--- src/hdl/tsd_pkg.sv ---
package tsd_pkg;

    // Field widths at the ports
    localparam int ANGLE_W   = 26;
    localparam int SINE_W    = 32;
    localparam int TERMS_W   = 5;
    localparam int THRESH_W  = 16;
    localparam int S_DATA_W  = 32;
    localparam int M_DATA_W  = 40;

    // Angle limit: 360 degrees in Q16, and the in-range angle width
    localparam int          DEG_W         = 25;
    localparam logic [DEG_W-1:0] DEG_LIMIT_Q16 = DEG_W'(360 * 65536);

    // Radians per degree in Q44 (truncated)
    localparam logic [38:0] RAD_PER_DEG_Q44 = 39'd307041569099;

    // Threshold reset, about 1e-6 in Q30
    localparam logic [THRESH_W-1:0] THRESH_RESET = 16'd1074;

    // Internal magnitudes (Q30): x below 2*pi, x^2 below 40, terms below 82,
    // running sum below sinh(2*pi)
    localparam int X_W  = 33;
    localparam int X2_W = 36;
    localparam int T_W  = 37;
    localparam int S_W  = 40;

    // Shared multiplier: A times B, B taken in chunks, MSB chunk first
    localparam int MUL_A_W     = 40;
    localparam int MUL_B_W     = 48;
    localparam int MUL_CHUNK   = 24;
    localparam int MUL_STEPS   = MUL_B_W / MUL_CHUNK;
    localparam int MUL_CNT_W   = (MUL_STEPS > 1) ? $clog2(MUL_STEPS) : 1;
    localparam int MUL_P_W     = MUL_A_W + MUL_B_W;
    localparam int MUL_SHIFT   = 30;
    localparam int MUL_R_W     = 48;

    // Divider: quotient bits resolved per cycle
    localparam int DIV_N_W     = MUL_R_W;
    localparam int DIV_BITS    = 8;
    localparam int DIV_STEPS   = DIV_N_W / DIV_BITS;
    localparam int DIV_CNT_W   = $clog2(DIV_STEPS);

    // Saturation limits of Q2.30
    localparam logic signed [S_W-1:0] SUM_MAX = S_W'(64'sd2147483647);
    localparam logic signed [S_W-1:0] SUM_MIN = -S_W'(64'sd2147483648);

    typedef enum logic [3:0] {
        ST_IDLE,
        ST_CHECK,
        ST_CONV,
        ST_SQR_GO,
        ST_SQR,
        ST_ACC,
        ST_TMUL,
        ST_DIV,
        ST_DONE
    } tsd_state_t;

    typedef enum logic [1:0] {
        MUL_CONV,
        MUL_SQR,
        MUL_TERM
    } mul_sel_t;

    // Controller to datapath
    typedef struct packed {
        logic     load_in;
        logic     mul_start;
        mul_sel_t mul_sel;
        logic     latch_x;
        logic     latch_x2;
        logic     acc_term;
        logic     div_start;
        logic     latch_t;
        logic     load_out;
    } tsd_cmd_t;

    // Datapath to controller
    typedef struct packed {
        logic angle_ok;
        logic mul_done;
        logic div_done;
        logic stop;
        logic out_free;
    } tsd_sts_t;

endpackage

--- src/hdl/tsd_mul.sv ---
// Multi-cycle multiplier: one A x chunk product per cycle, shift-accumulate
module tsd_mul
(
    input  logic                        clk,
    input  logic                        rst_n,
    input  logic                        start,
    input  logic [tsd_pkg::MUL_A_W-1:0] a,
    input  logic [tsd_pkg::MUL_B_W-1:0] b,
    output logic                        done,
    output logic                        busy,
    output logic [tsd_pkg::MUL_R_W-1:0] result
);

    logic [tsd_pkg::MUL_A_W-1:0]   a_reg, a_next;
    logic [tsd_pkg::MUL_B_W-1:0]   b_reg, b_next;
    logic [tsd_pkg::MUL_P_W-1:0]   acc_reg, acc_next;
    logic [tsd_pkg::MUL_CNT_W-1:0] step_reg, step_next;
    logic                          busy_reg, busy_next;
    logic                          done_reg, done_next;
    logic [tsd_pkg::MUL_A_W+tsd_pkg::MUL_CHUNK-1:0] prod;

    // one partial product per cycle
    assign prod = a_reg * b_reg[tsd_pkg::MUL_B_W-1 -: tsd_pkg::MUL_CHUNK];

    always_comb
    begin
        a_next    = a_reg;
        b_next    = b_reg;
        acc_next  = acc_reg;
        step_next = step_reg;
        busy_next = busy_reg;
        done_next = 1'b0;
        if (start)
        begin
            a_next    = a;
            b_next    = b;
            acc_next  = '0;
            step_next = '0;
            busy_next = 1'b1;
        end
        else if (busy_reg)
        begin
            acc_next  = (acc_reg << tsd_pkg::MUL_CHUNK) + tsd_pkg::MUL_P_W'(prod);
            b_next    = b_reg << tsd_pkg::MUL_CHUNK;
            step_next = step_reg + 1'b1;
            if (step_reg == tsd_pkg::MUL_CNT_W'(tsd_pkg::MUL_STEPS - 1))
            begin
                busy_next = 1'b0;
                done_next = 1'b1;
            end
        end
    end

    always_ff @(posedge clk or negedge rst_n)
    begin
        if (!rst_n)
        begin
            busy_reg <= 1'b0;
            done_reg <= 1'b0;
            step_reg <= '0;
        end
        else
        begin
            busy_reg <= busy_next;
            done_reg <= done_next;
            step_reg <= step_next;
        end
    end

    always_ff @(posedge clk)
    begin
        a_reg   <= a_next;
        b_reg   <= b_next;
        acc_reg <= acc_next;
    end

    assign done   = done_reg;
    assign busy   = busy_reg;
    assign result = acc_reg[tsd_pkg::MUL_SHIFT +: tsd_pkg::MUL_R_W];

endmodule

--- src/hdl/tsd_div.sv ---
// Restoring divider, DIV_BITS quotient bits per cycle
module tsd_div
#(
    parameter int D_W = 13
)
(
    input  logic                        clk,
    input  logic                        rst_n,
    input  logic                        start,
    input  logic [tsd_pkg::DIV_N_W-1:0] dividend,
    input  logic [D_W-1:0]              divisor,
    output logic                        done,
    output logic                        busy,
    output logic [tsd_pkg::DIV_N_W-1:0] quotient
);

    logic [tsd_pkg::DIV_N_W-1:0]   num_reg, num_next;
    logic [D_W-1:0]                rem_reg, rem_next;
    logic [D_W-1:0]                d_reg, d_next;
    logic [tsd_pkg::DIV_CNT_W-1:0] cnt_reg, cnt_next;
    logic                          busy_reg, busy_next;
    logic                          done_reg, done_next;

    always_comb
    begin
        logic [D_W:0]                trial;
        logic                        ge;
        logic [D_W-1:0]              rem;
        logic [tsd_pkg::DIV_N_W-1:0] num;
        num_next  = num_reg;
        rem_next  = rem_reg;
        d_next    = d_reg;
        cnt_next  = cnt_reg;
        busy_next = busy_reg;
        done_next = 1'b0;
        rem       = rem_reg;
        num       = num_reg;
        trial     = '0;
        ge        = 1'b0;
        if (start)
        begin
            num_next  = dividend;
            rem_next  = '0;
            d_next    = divisor;
            cnt_next  = '0;
            busy_next = 1'b1;
        end
        else if (busy_reg)
        begin
            // shift-subtract, quotient bits enter at the low end
            for (int i = 0; i < tsd_pkg::DIV_BITS; i++)
            begin
                trial = {rem, num[tsd_pkg::DIV_N_W-1]};
                ge    = (trial >= {1'b0, d_reg});
                rem   = ge ? D_W'(trial - {1'b0, d_reg}) : trial[D_W-1:0];
                num   = {num[tsd_pkg::DIV_N_W-2:0], ge};
            end
            num_next = num;
            rem_next = rem;
            cnt_next = cnt_reg + 1'b1;
            if (cnt_reg == tsd_pkg::DIV_CNT_W'(tsd_pkg::DIV_STEPS - 1))
            begin
                busy_next = 1'b0;
                done_next = 1'b1;
            end
        end
    end

    always_ff @(posedge clk or negedge rst_n)
    begin
        if (!rst_n)
        begin
            busy_reg <= 1'b0;
            done_reg <= 1'b0;
            cnt_reg  <= '0;
        end
        else
        begin
            busy_reg <= busy_next;
            done_reg <= done_next;
            cnt_reg  <= cnt_next;
        end
    end

    always_ff @(posedge clk)
    begin
        num_reg <= num_next;
        rem_reg <= rem_next;
        d_reg   <= d_next;
    end

    assign done     = done_reg;
    assign busy     = busy_reg;
    assign quotient = num_reg;

endmodule

--- src/hdl/tsd_datapath.sv ---
// Angle check, radian conversion, term recurrence, sum and output register
module tsd_datapath
#(
    parameter int MAX_TERMS = 16
)
(
    input  logic                           clk,
    input  logic                           rst_n,
    input  tsd_pkg::tsd_cmd_t              cmd,
    output tsd_pkg::tsd_sts_t              sts,
    input  logic [tsd_pkg::ANGLE_W-1:0]    angle_in,
    input  logic                           cfg_wr_en,
    input  logic [tsd_pkg::THRESH_W-1:0]   cfg_wr_data,
    input  logic                           out_ready,
    output logic                           out_valid,
    output logic [tsd_pkg::SINE_W-1:0]     out_sine,
    output logic                           out_ok,
    output logic [tsd_pkg::TERMS_W-1:0]    out_terms
);

    localparam int K_W   = $clog2(MAX_TERMS);
    localparam int CNT_W = $clog2(MAX_TERMS + 1);
    localparam int D_W   = $clog2((2 * MAX_TERMS) * (2 * MAX_TERMS + 1) + 1);

    logic [tsd_pkg::THRESH_W-1:0] thresh_reg, thresh_next;
    logic [tsd_pkg::DEG_W-1:0]    angle_reg, angle_next;
    logic                         ok_reg, ok_next;
    logic [tsd_pkg::X_W-1:0]      x_reg, x_next;
    logic [tsd_pkg::X2_W-1:0]     x2_reg, x2_next;
    logic [tsd_pkg::T_W-1:0]      t_reg, t_next;
    logic signed [tsd_pkg::S_W-1:0] sum_reg, sum_next;
    logic                         neg_reg, neg_next;
    logic [CNT_W-1:0]             count_reg, count_next;
    logic [K_W-1:0]               k_reg, k_next;
    logic                         oval_reg, oval_next;
    logic [tsd_pkg::SINE_W-1:0]   osine_reg, osine_next;
    logic                         ook_reg, ook_next;
    logic [tsd_pkg::TERMS_W-1:0]  oterms_reg, oterms_next;

    logic [tsd_pkg::MUL_A_W-1:0]  mul_a;
    logic [tsd_pkg::MUL_B_W-1:0]  mul_b;
    logic                         mul_done, mul_busy;
    logic [tsd_pkg::MUL_R_W-1:0]  mul_res;
    logic [D_W-1:0]               div_d;
    logic [D_W-1:0]               kk;
    logic                         div_done, div_busy;
    logic [tsd_pkg::DIV_N_W-1:0]  div_q;
    logic                         in_range;
    logic signed [tsd_pkg::SINE_W-1:0] sine_sat;

    // range check on the raw angle: 0 .. 360 degrees
    assign in_range = !angle_in[tsd_pkg::ANGLE_W-1]
                   && (angle_in[tsd_pkg::ANGLE_W-2:0] <=
                       (tsd_pkg::ANGLE_W-1)'(tsd_pkg::DEG_LIMIT_Q16));

    // multiplier operand select
    always_comb
    begin
        case (cmd.mul_sel)
            tsd_pkg::MUL_CONV:
            begin
                mul_a = tsd_pkg::MUL_A_W'(tsd_pkg::RAD_PER_DEG_Q44);
                mul_b = tsd_pkg::MUL_B_W'(angle_reg);
            end
            tsd_pkg::MUL_SQR:
            begin
                mul_a = tsd_pkg::MUL_A_W'(x_reg);
                mul_b = tsd_pkg::MUL_B_W'(x_reg);
            end
            default:
            begin
                mul_a = tsd_pkg::MUL_A_W'(t_reg);
                mul_b = tsd_pkg::MUL_B_W'(x2_reg);
            end
        endcase
    end

    tsd_mul u_mul
    (
        .clk    (clk),
        .rst_n  (rst_n),
        .start  (cmd.mul_start),
        .a      (mul_a),
        .b      (mul_b),
        .done   (mul_done),
        .busy   (mul_busy),
        .result (mul_res)
    );

    // divisor (2k+2)(2k+3)
    assign kk    = D_W'(k_reg);
    assign div_d = (kk + D_W'(1)) * (D_W'(2) * kk + D_W'(3)) * D_W'(2);

    tsd_div #(.D_W(D_W)) u_div
    (
        .clk      (clk),
        .rst_n    (rst_n),
        .start    (cmd.div_start),
        .dividend (mul_res),
        .divisor  (div_d),
        .done     (div_done),
        .busy     (div_busy),
        .quotient (div_q)
    );

    // saturate the sum to Q2.30
    always_comb
    begin
        if (sum_reg > tsd_pkg::SUM_MAX)
            sine_sat = tsd_pkg::SINE_W'(tsd_pkg::SUM_MAX);
        else if (sum_reg < tsd_pkg::SUM_MIN)
            sine_sat = tsd_pkg::SINE_W'(tsd_pkg::SUM_MIN);
        else
            sine_sat = tsd_pkg::SINE_W'(sum_reg);
    end

    // register updates
    always_comb
    begin
        thresh_next = thresh_reg;
        angle_next  = angle_reg;
        ok_next     = ok_reg;
        x_next      = x_reg;
        x2_next     = x2_reg;
        t_next      = t_reg;
        sum_next    = sum_reg;
        neg_next    = neg_reg;
        count_next  = count_reg;
        k_next      = k_reg;
        oval_next   = oval_reg;
        osine_next  = osine_reg;
        ook_next    = ook_reg;
        oterms_next = oterms_reg;

        if (cfg_wr_en)
            thresh_next = cfg_wr_data;

        if (cmd.load_in)
        begin
            angle_next = angle_in[tsd_pkg::DEG_W-1:0];
            ok_next    = in_range;
            sum_next   = '0;
            count_next = '0;
        end

        if (cmd.latch_x)
            x_next = tsd_pkg::X_W'(mul_res);

        if (cmd.latch_x2)
        begin
            x2_next    = tsd_pkg::X2_W'(mul_res);
            t_next     = tsd_pkg::T_W'(x_reg);
            sum_next   = '0;
            neg_next   = 1'b0;
            count_next = '0;
            k_next     = '0;
        end

        // add or subtract the current term
        if (cmd.acc_term)
        begin
            if (neg_reg)
                sum_next = sum_reg - tsd_pkg::S_W'(t_reg);
            else
                sum_next = sum_reg + tsd_pkg::S_W'(t_reg);
            neg_next   = !neg_reg;
            count_next = count_reg + 1'b1;
        end

        if (cmd.latch_t)
        begin
            t_next = tsd_pkg::T_W'(div_q);
            k_next = k_reg + 1'b1;
        end

        // output word
        if (cmd.load_out)
        begin
            oval_next   = 1'b1;
            ook_next    = ok_reg;
            osine_next  = ok_reg ? sine_sat : '0;
            oterms_next = ok_reg ? tsd_pkg::TERMS_W'(count_reg) : '0;
        end
        else if (out_ready)
            oval_next = 1'b0;
    end

    always_ff @(posedge clk or negedge rst_n)
    begin
        if (!rst_n)
        begin
            thresh_reg <= tsd_pkg::THRESH_RESET;
            oval_reg   <= 1'b0;
            count_reg  <= '0;
            k_reg      <= '0;
            neg_reg    <= 1'b0;
            ok_reg     <= 1'b0;
        end
        else
        begin
            thresh_reg <= thresh_next;
            oval_reg   <= oval_next;
            count_reg  <= count_next;
            k_reg      <= k_next;
            neg_reg    <= neg_next;
            ok_reg     <= ok_next;
        end
    end

    always_ff @(posedge clk)
    begin
        angle_reg  <= angle_next;
        x_reg      <= x_next;
        x2_reg     <= x2_next;
        t_reg      <= t_next;
        sum_reg    <= sum_next;
        osine_reg  <= osine_next;
        ook_reg    <= ook_next;
        oterms_reg <= oterms_next;
    end

    // status back to the controller
    assign sts.angle_ok = ok_reg;
    assign sts.mul_done = mul_done;
    assign sts.div_done = div_done;
    assign sts.stop     = (t_reg < tsd_pkg::T_W'(thresh_reg))
                       || (k_reg == K_W'(MAX_TERMS - 1));
    assign sts.out_free = !oval_reg || out_ready;

    assign out_valid = oval_reg;
    assign out_sine  = osine_reg;
    assign out_ok    = ook_reg;
    assign out_terms = oterms_reg;

`ifndef SYNTH
    // the two arithmetic units never run at once
    a_units_exclusive: assert property (@(posedge clk) disable iff (!rst_n)
        !(mul_busy && div_busy))
        else $error("multiplier and divider busy together");

    // the term count stays within the series length
    a_count_bound: assert property (@(posedge clk) disable iff (!rst_n)
        count_reg <= CNT_W'(MAX_TERMS))
        else $error("term count beyond limit");
`endif

endmodule

--- src/hdl/tsd_ctrl.sv ---
// Sequencer: range check, conversion, square, then term loop
module tsd_ctrl
(
    input  logic              clk,
    input  logic              rst_n,
    input  logic              in_valid,
    output logic              in_ready,
    output tsd_pkg::tsd_cmd_t cmd,
    input  tsd_pkg::tsd_sts_t sts
);

    tsd_pkg::tsd_state_t state_reg, state_next;

    always_ff @(posedge clk or negedge rst_n)
    begin
        if (!rst_n)
            state_reg <= tsd_pkg::ST_IDLE;
        else
            state_reg <= state_next;
    end

    always_comb
    begin
        state_next    = state_reg;
        cmd           = '0;
        cmd.mul_sel   = tsd_pkg::MUL_CONV;
        in_ready      = 1'b0;
        unique case (state_reg)
            tsd_pkg::ST_IDLE:
            begin
                in_ready = 1'b1;
                if (in_valid)
                begin
                    cmd.load_in = 1'b1;
                    state_next  = tsd_pkg::ST_CHECK;
                end
            end
            tsd_pkg::ST_CHECK:
            begin
                if (sts.angle_ok)
                begin
                    cmd.mul_start = 1'b1;
                    cmd.mul_sel   = tsd_pkg::MUL_CONV;
                    state_next    = tsd_pkg::ST_CONV;
                end
                else
                    state_next = tsd_pkg::ST_DONE;
            end
            tsd_pkg::ST_CONV:
            begin
                if (sts.mul_done)
                begin
                    cmd.latch_x = 1'b1;
                    state_next  = tsd_pkg::ST_SQR_GO;
                end
            end
            tsd_pkg::ST_SQR_GO:
            begin
                cmd.mul_start = 1'b1;
                cmd.mul_sel   = tsd_pkg::MUL_SQR;
                state_next    = tsd_pkg::ST_SQR;
            end
            tsd_pkg::ST_SQR:
            begin
                cmd.mul_sel = tsd_pkg::MUL_SQR;
                if (sts.mul_done)
                begin
                    cmd.latch_x2 = 1'b1;
                    state_next   = tsd_pkg::ST_ACC;
                end
            end
            tsd_pkg::ST_ACC:
            begin
                cmd.acc_term = 1'b1;
                if (sts.stop)
                    state_next = tsd_pkg::ST_DONE;
                else
                begin
                    cmd.mul_start = 1'b1;
                    cmd.mul_sel   = tsd_pkg::MUL_TERM;
                    state_next    = tsd_pkg::ST_TMUL;
                end
            end
            tsd_pkg::ST_TMUL:
            begin
                cmd.mul_sel = tsd_pkg::MUL_TERM;
                if (sts.mul_done)
                begin
                    cmd.div_start = 1'b1;
                    state_next    = tsd_pkg::ST_DIV;
                end
            end
            tsd_pkg::ST_DIV:
            begin
                if (sts.div_done)
                begin
                    cmd.latch_t = 1'b1;
                    state_next  = tsd_pkg::ST_ACC;
                end
            end
            tsd_pkg::ST_DONE:
            begin
                if (sts.out_free)
                begin
                    cmd.load_out = 1'b1;
                    state_next   = tsd_pkg::ST_IDLE;
                end
            end
            default:
                state_next = tsd_pkg::ST_IDLE;
        endcase
    end

endmodule

--- src/hdl/taylor_sine_degrees.sv ---
// Channel   Direction  Data bits (low to high)                     Side bits
// s_*       in         angle_deg[25:0], zero pad to 32             -
// m_*       out        sine_value[31:0], terms_used[36:32], pad    tuser: angle_valid
// cfg_*     in         term_threshold[15:0], write when cfg_wr_en  -
//
// One angle at a time. An out-of-range angle goes from the range check straight
// to the output register; a valid one runs conversion and squaring, then up to 16
// terms; each later term costs a multiplier pass, a divider pass and one add.
// The next word is accepted as soon as the previous result sits in the output
// register, even while m_tready is low. Reset sets term_threshold to 1074.
module taylor_sine_degrees
#(
    parameter int MAX_TERMS = 16
)
(
    input  logic                            clk,
    input  logic                            rst_n,
    input  logic                            s_tvalid,
    output logic                            s_tready,
    input  logic [tsd_pkg::S_DATA_W-1:0]    s_tdata,   // angle_deg[25:0]
    output logic                            m_tvalid,
    input  logic                            m_tready,
    output logic [tsd_pkg::M_DATA_W-1:0]    m_tdata,   // sine_value[31:0], terms_used[36:32]
    output logic                            m_tuser,   // angle_valid
    input  logic                            cfg_wr_en,
    input  logic [tsd_pkg::THRESH_W-1:0]    cfg_wr_data
);

    tsd_pkg::tsd_cmd_t            cmd;
    tsd_pkg::tsd_sts_t            sts;
    logic [tsd_pkg::SINE_W-1:0]   out_sine;
    logic [tsd_pkg::TERMS_W-1:0]  out_terms;

    tsd_ctrl u_ctrl
    (
        .clk      (clk),
        .rst_n    (rst_n),
        .in_valid (s_tvalid),
        .in_ready (s_tready),
        .cmd      (cmd),
        .sts      (sts)
    );

    tsd_datapath #(.MAX_TERMS(MAX_TERMS)) u_dp
    (
        .clk         (clk),
        .rst_n       (rst_n),
        .cmd         (cmd),
        .sts         (sts),
        .angle_in    (s_tdata[tsd_pkg::ANGLE_W-1:0]),
        .cfg_wr_en   (cfg_wr_en),
        .cfg_wr_data (cfg_wr_data),
        .out_ready   (m_tready),
        .out_valid   (m_tvalid),
        .out_sine    (out_sine),
        .out_ok      (m_tuser),
        .out_terms   (out_terms)
    );

    // pack result word
    assign m_tdata = {{(tsd_pkg::M_DATA_W - tsd_pkg::SINE_W - tsd_pkg::TERMS_W){1'b0}},
                      out_terms, out_sine};

`ifndef SYNTH
    // one angle in flight: ready drops right after a word is taken
    a_one_in_flight: assert property (@(posedge clk) disable iff (!rst_n)
        (s_tvalid && s_tready) |=> !s_tready)
        else $error("input taken while busy");

    // an out-of-range angle gives an all-zero word
    a_invalid_zero: assert property (@(posedge clk) disable iff (!rst_n)
        (m_tvalid && !m_tuser) |-> (m_tdata == '0))
        else $error("nonzero result for out-of-range angle");

    // a valid angle always uses at least one term
    a_valid_terms: assert property (@(posedge clk) disable iff (!rst_n)
        (m_tvalid && m_tuser) |-> (m_tdata[36:32] != 5'd0))
        else $error("valid result with no terms");
`endif

endmodule
--- config.mk ---
export PLATFORM = sky130hd
export DESIGN_NAME = taylor_sine_degrees
export DESIGN_NICKNAME = d
export VERILOG_FILES = /design/src/hdl/tsd_pkg.sv /design/src/hdl/tsd_mul.sv /design/src/hdl/tsd_div.sv /design/src/hdl/tsd_datapath.sv /design/src/hdl/tsd_ctrl.sv /design/src/hdl/taylor_sine_degrees.sv
export SDC_FILE = /design/constraint.sdc
export NUM_CORES = 2
export LEC_CHECK = 0
export CAP_MARGIN = 30
export CELL_PAD_IN_SITES_DETAIL_PLACEMENT = 0
export CELL_PAD_IN_SITES_GLOBAL_PLACEMENT = 2
export CORE_ASPECT_RATIO = 0.8
export CORE_MARGIN = 2
export CORE_UTILIZATION = 44
export CTS_BUF_LIST = sky130_fd_sc_hd__clkbuf_4 sky130_fd_sc_hd__clkbuf_8
export DETAILED_ROUTE_END_ITERATION = 10
export DONT_BUFFER_PORTS = 1
export MAX_ROUTING_LAYER = met4
export PLACE_DENSITY_LB_ADDON = 0.1
export SLEW_MARGIN = 20
export SYNTH_ARGS = -nofsm -noshare
export SYNTH_HDL_FRONTEND = slang
export SYNTH_SLANG_ARGS = --single-unit
--- constraint.sdc ---
create_clock -name clk -period 20 [get_ports clk]
set_input_delay 5 -clock clk [delete_from_list [all_inputs] [get_ports clk]]
set_output_delay 5 -clock clk [all_outputs]
set_load 0.05 [all_outputs]
==> results.sh <==
export IMPL_die_x_um=402.8
export IMPL_dp_cells=7382
export IMPL_slew_violations=0
export IMPL_syn_avg_cell_area_um2=9.551
export IMPL_rr_endpoint="u_dp.u_div.rem_reg[6]"
export IMPL_place_hpwl_mm=126.9
export IMPL_start_util_pct=44.16
export IMPL_antenna_left=0
export IMPL_cp_required_ns=20.53
export IMPL_via_count=40682
export IMPL_synth_mux_area_share_pct=2.371
export IMPL_max_slew_worst_pin_slew_ns=1.175
export IMPL_die_area_um2=130100
export IMPL_rsz0062_at_grt="no"
export IMPL_synthAdderAreaFrac_pct=38.41
export IMPL_clockBufferDepth=3
export IMPL_regArea_um2=13390
export IMPL_wl_per_cell_um=23.45
export IMPL_fillers=12284
export IMPL_fin_crit_sh_pct=93.07
export IMPL_synth_most_common_cell="nand2_1"
export IMPL_stdcell_count=7552
export IMPL_hold_depth=0
export IMPL_timing_worst_setup_path_type="reg -> reg"
export IMPL_clock_latency_ns=0.70
export IMPL_clockRootBuffer="clkbuf_8"
export IMPL_crit_path_top_delay_cell="or4_1"
export IMPL_dieHeight_um=323.1
export IMPL_portBuffers=0
export IMPL_synth_edf_count=353
export IMPL_clk_pin_slew_ns=0.07
export IMPL_r2r_start="u_dp.u_div.d_reg[2]"
export IMPL_layout_drive_gt1_share_pct=6.622
export IMPL_ys_flop_type="edfxtp_1"
export IMPL_end_kind="flip-flop"
export IMPL_track_usage_pct=28.66
export IMPL_syn_area_um2=55990
export IMPL_grt_max_degree=74
export IMPL_dr_pass1_iters=6
export IMPL_synth_xor_area_share_pct=3.097
export IMPL_synth_compound_area_share_pct=7.920
export IMPL_gp_congestion=0.9077
export IMPL_overflow=0
export IMPL_grt_pass1_vias=41550
export IMPL_ys_top_cells_by_area="fa_1 (30%), edfxtp_1 (19%), ha_1 (8.3%), nand2_1 (6.5%), inv_1 (6.2%)"
export IMPL_synth_top_family_by_area="adder cells"
export IMPL_area_growth_pct=7.004
export IMPL_slowest_delay_ns=0.61
export IMPL_boundaryPins=96
export IMPL_yosysTopAreaCell="fa_1"
export IMPL_arrival_ns=19.14
export IMPL_hold_path_startpoint="u_dp.u_mul.acc_reg[63]"
export IMPL_skew_ns=0.04045
export IMPL_drt_wl_total_mm=177.1
export IMPL_grt_pass1_wl_mm=269.0
export IMPL_fp_row_count=117
export IMPL_synth_commonest_cells="nand2_1 (971), inv_1 (932), fa_1 (843), nor2_1 (376), ha_1 (370)"
export IMPL_synth_seq_cells=482
export IMPL_setup_viol=0
export IMPL_r2r_slack_ns=1.39
export IMPL_synth_simple_area_share_pct=16.06
export IMPL_drtIter0Drc=3411
export IMPL_tns_ns=0
export IMPL_yosys_warnings=0
export IMPL_drc=0
export IMPL_synth_cells=5862
export IMPL_fmax_mhz=53.72
export IMPL_ys_seq_area_share_pct=23.91
export IMPL_hold_path_end="u_dp.x2_reg[33]"
export IMPL_cts_sinks=482
export IMPL_synth_top_area_share_pct=30.14
export IMPL_finalHoldViolCount=0
export IMPL_min_path_type="reg -> reg"
export IMPL_maxCapViolations=0
export IMPL_antenna_found_initial=15
export IMPL_core_um2=126800
export IMPL_crit_start="u_dp.u_div.d_reg[2]"
export IMPL_status="complete, no violations"
export IMPL_htree_num_levels=3
export IMPL_cpMostUsedCell="buf_4"
export IMPL_fin_nets=7072
export IMPL_largest_reg_flops=78
export IMPL_r2r_cells=85
export IMPL_path_max_fanout=13
export IMPL_slew_headroom_pct=21.09
export IMPL_synth_cell_types=94
export IMPL_finalCriticalPeriod_ns=18.61
export IMPL_start_kind="flip-flop"
export IMPL_cts_made_buffers=83
export IMPL_cts_tree="built"
export IMPL_multi_input_area_um2=38110
export IMPL_viasPerCell=5.387
export IMPL_synthArstFlopShare_pct=8.299
==> kinds of logic (layout without fill, tap and decap cells) <==
| logic type | Yosys count | after routing |
|---|---|---|
| buffers and inverters | 1218 | 1227 |
| and+or+nand+nor | 1980 | 1980 |
| other | 1 | 16 |
| muxes | 122 | 122 |
| adders and majority gates | 1213 | 1213 |
| DFF | 482 | 482 |
| AOI/OAI and AO/OA | 648 | 648 |
| xor gates and xnor gates | 198 | 198 |
==> layout by cell type (no fill, tap or decap), types with 10 or more instances in the layout <==
cell type	netlist	layout
nand2_1	971	969
inv_1	932	929
fa_1	843	843
nor2_1	376	375
ha_1	370	370
edfxtp_1	353	353
and2_1	342	342
a21oi_1	168	165
buf_4	5	141
xnor2_1	129	129
o21ai_0	126	117
clkbuf_8	0	89
dfxtp_1	89	89
a21o_1	84	84
mux2i_1	76	75
xor2_1	69	69
nand3_1	49	47
nor3_1	44	43
mux2_2	37	37
dfrtp_1	36	35
a211oi_1	34	34
nand4_1	31	31
nor2b_1	31	31
and3_1	31	30
clkbuf_4	0	30
nand2b_1	28	28
o21a_1	26	26
a222oi_1	24	24
a31oi_1	19	19
o21bai_1	19	19
nor4_1	18	16
a22o_1	15	15
or3_1	14	14
clkinv_2	0	13
diode_2	0	12
o31ai_1	14	12
o211ai_1	12	12
a221oi_1	11	11
o21ai_1	1	10
==> routing by layer <==
| metal | GRT usage, % | vias up | routed length (um) |
|---|---|---|---|
| met2 | 42.08 | 1190 | 76760 |
| met4 | 5.726 | 0 | 3594 |
| li1 | - | 18527 | - |
| met5 | - | - | 0 |
| met3 | 6.922 | 224 | 14300 |
| met1 | 40.43 | 20741 | 82450 |
==> critical path, delay by kind of cell, from the launching register on <==
kind | cells | cell delay, ns
compound gates | 46 | 8.13
simple gates | 10 | 2.10
mux | 10 | 3.15
flops | 1 | 0.38
fa+ha+maj | 8 | 2.74
xor+xnor | 1 | 0.10
buf+inv | 10 | 1.84
==> metrics by stage <==
step	instance area (um^2)	hold WS [ns]	setup WS, ns	util, %
floorplan	56000	0.4231	1.878	-
global placement	58060	0.4658	0.5827	45.80
detailed placement	58070	0.4605	0.6397	45.81
CTS	59790	0.4745	0.4504	47.16
global route	59910	0.4931	0.06277	47.25
finish	59910	0.4718	1.385	47.26
==> how the worst max path moves through the flow <==
stage                             to  slack [ns]  cells past startpoint
6_report       u_dp.u_div.rem_reg[6]        1.39                     85
3_5_place_dp   u_dp.u_div.rem_reg[6]        0.64                     87
5_1_grt        u_dp.u_div.rem_reg[6]        0.06                     86
2_1_floorplan  u_dp.u_div.rem_reg[2]        1.88                     88
3_3_place_gp   u_dp.u_div.rem_reg[6]        0.58                     87
4_1_cts        u_dp.u_div.rem_reg[6]        0.45                     89
==> what timing repair did <==
action                                  in CTS  in global routing
endpoints found under the hold margin        0                  0
resized for setup                            0                 22
endpoints found under the setup margin       0                 11
hold buffers                                 0                  0
setup buffers                                0                  4
==> area by class of cell <==
type / instances / share of cell area [%]
multi-input combinational: 4165 / 63.62
sequential: 482 / 22.35
inverter: 932 / 5.844
tap: 1666 / 3.480
clock buffer: 119 / 2.421
timing repair buffer: 142 / 1.792
clock inverter: 34 / 0.4449
antenna: 12 / 0.05013
Power is not shown: default switching activity piles up to over one toggle a cycle in this logic, so the estimate is an artifact.
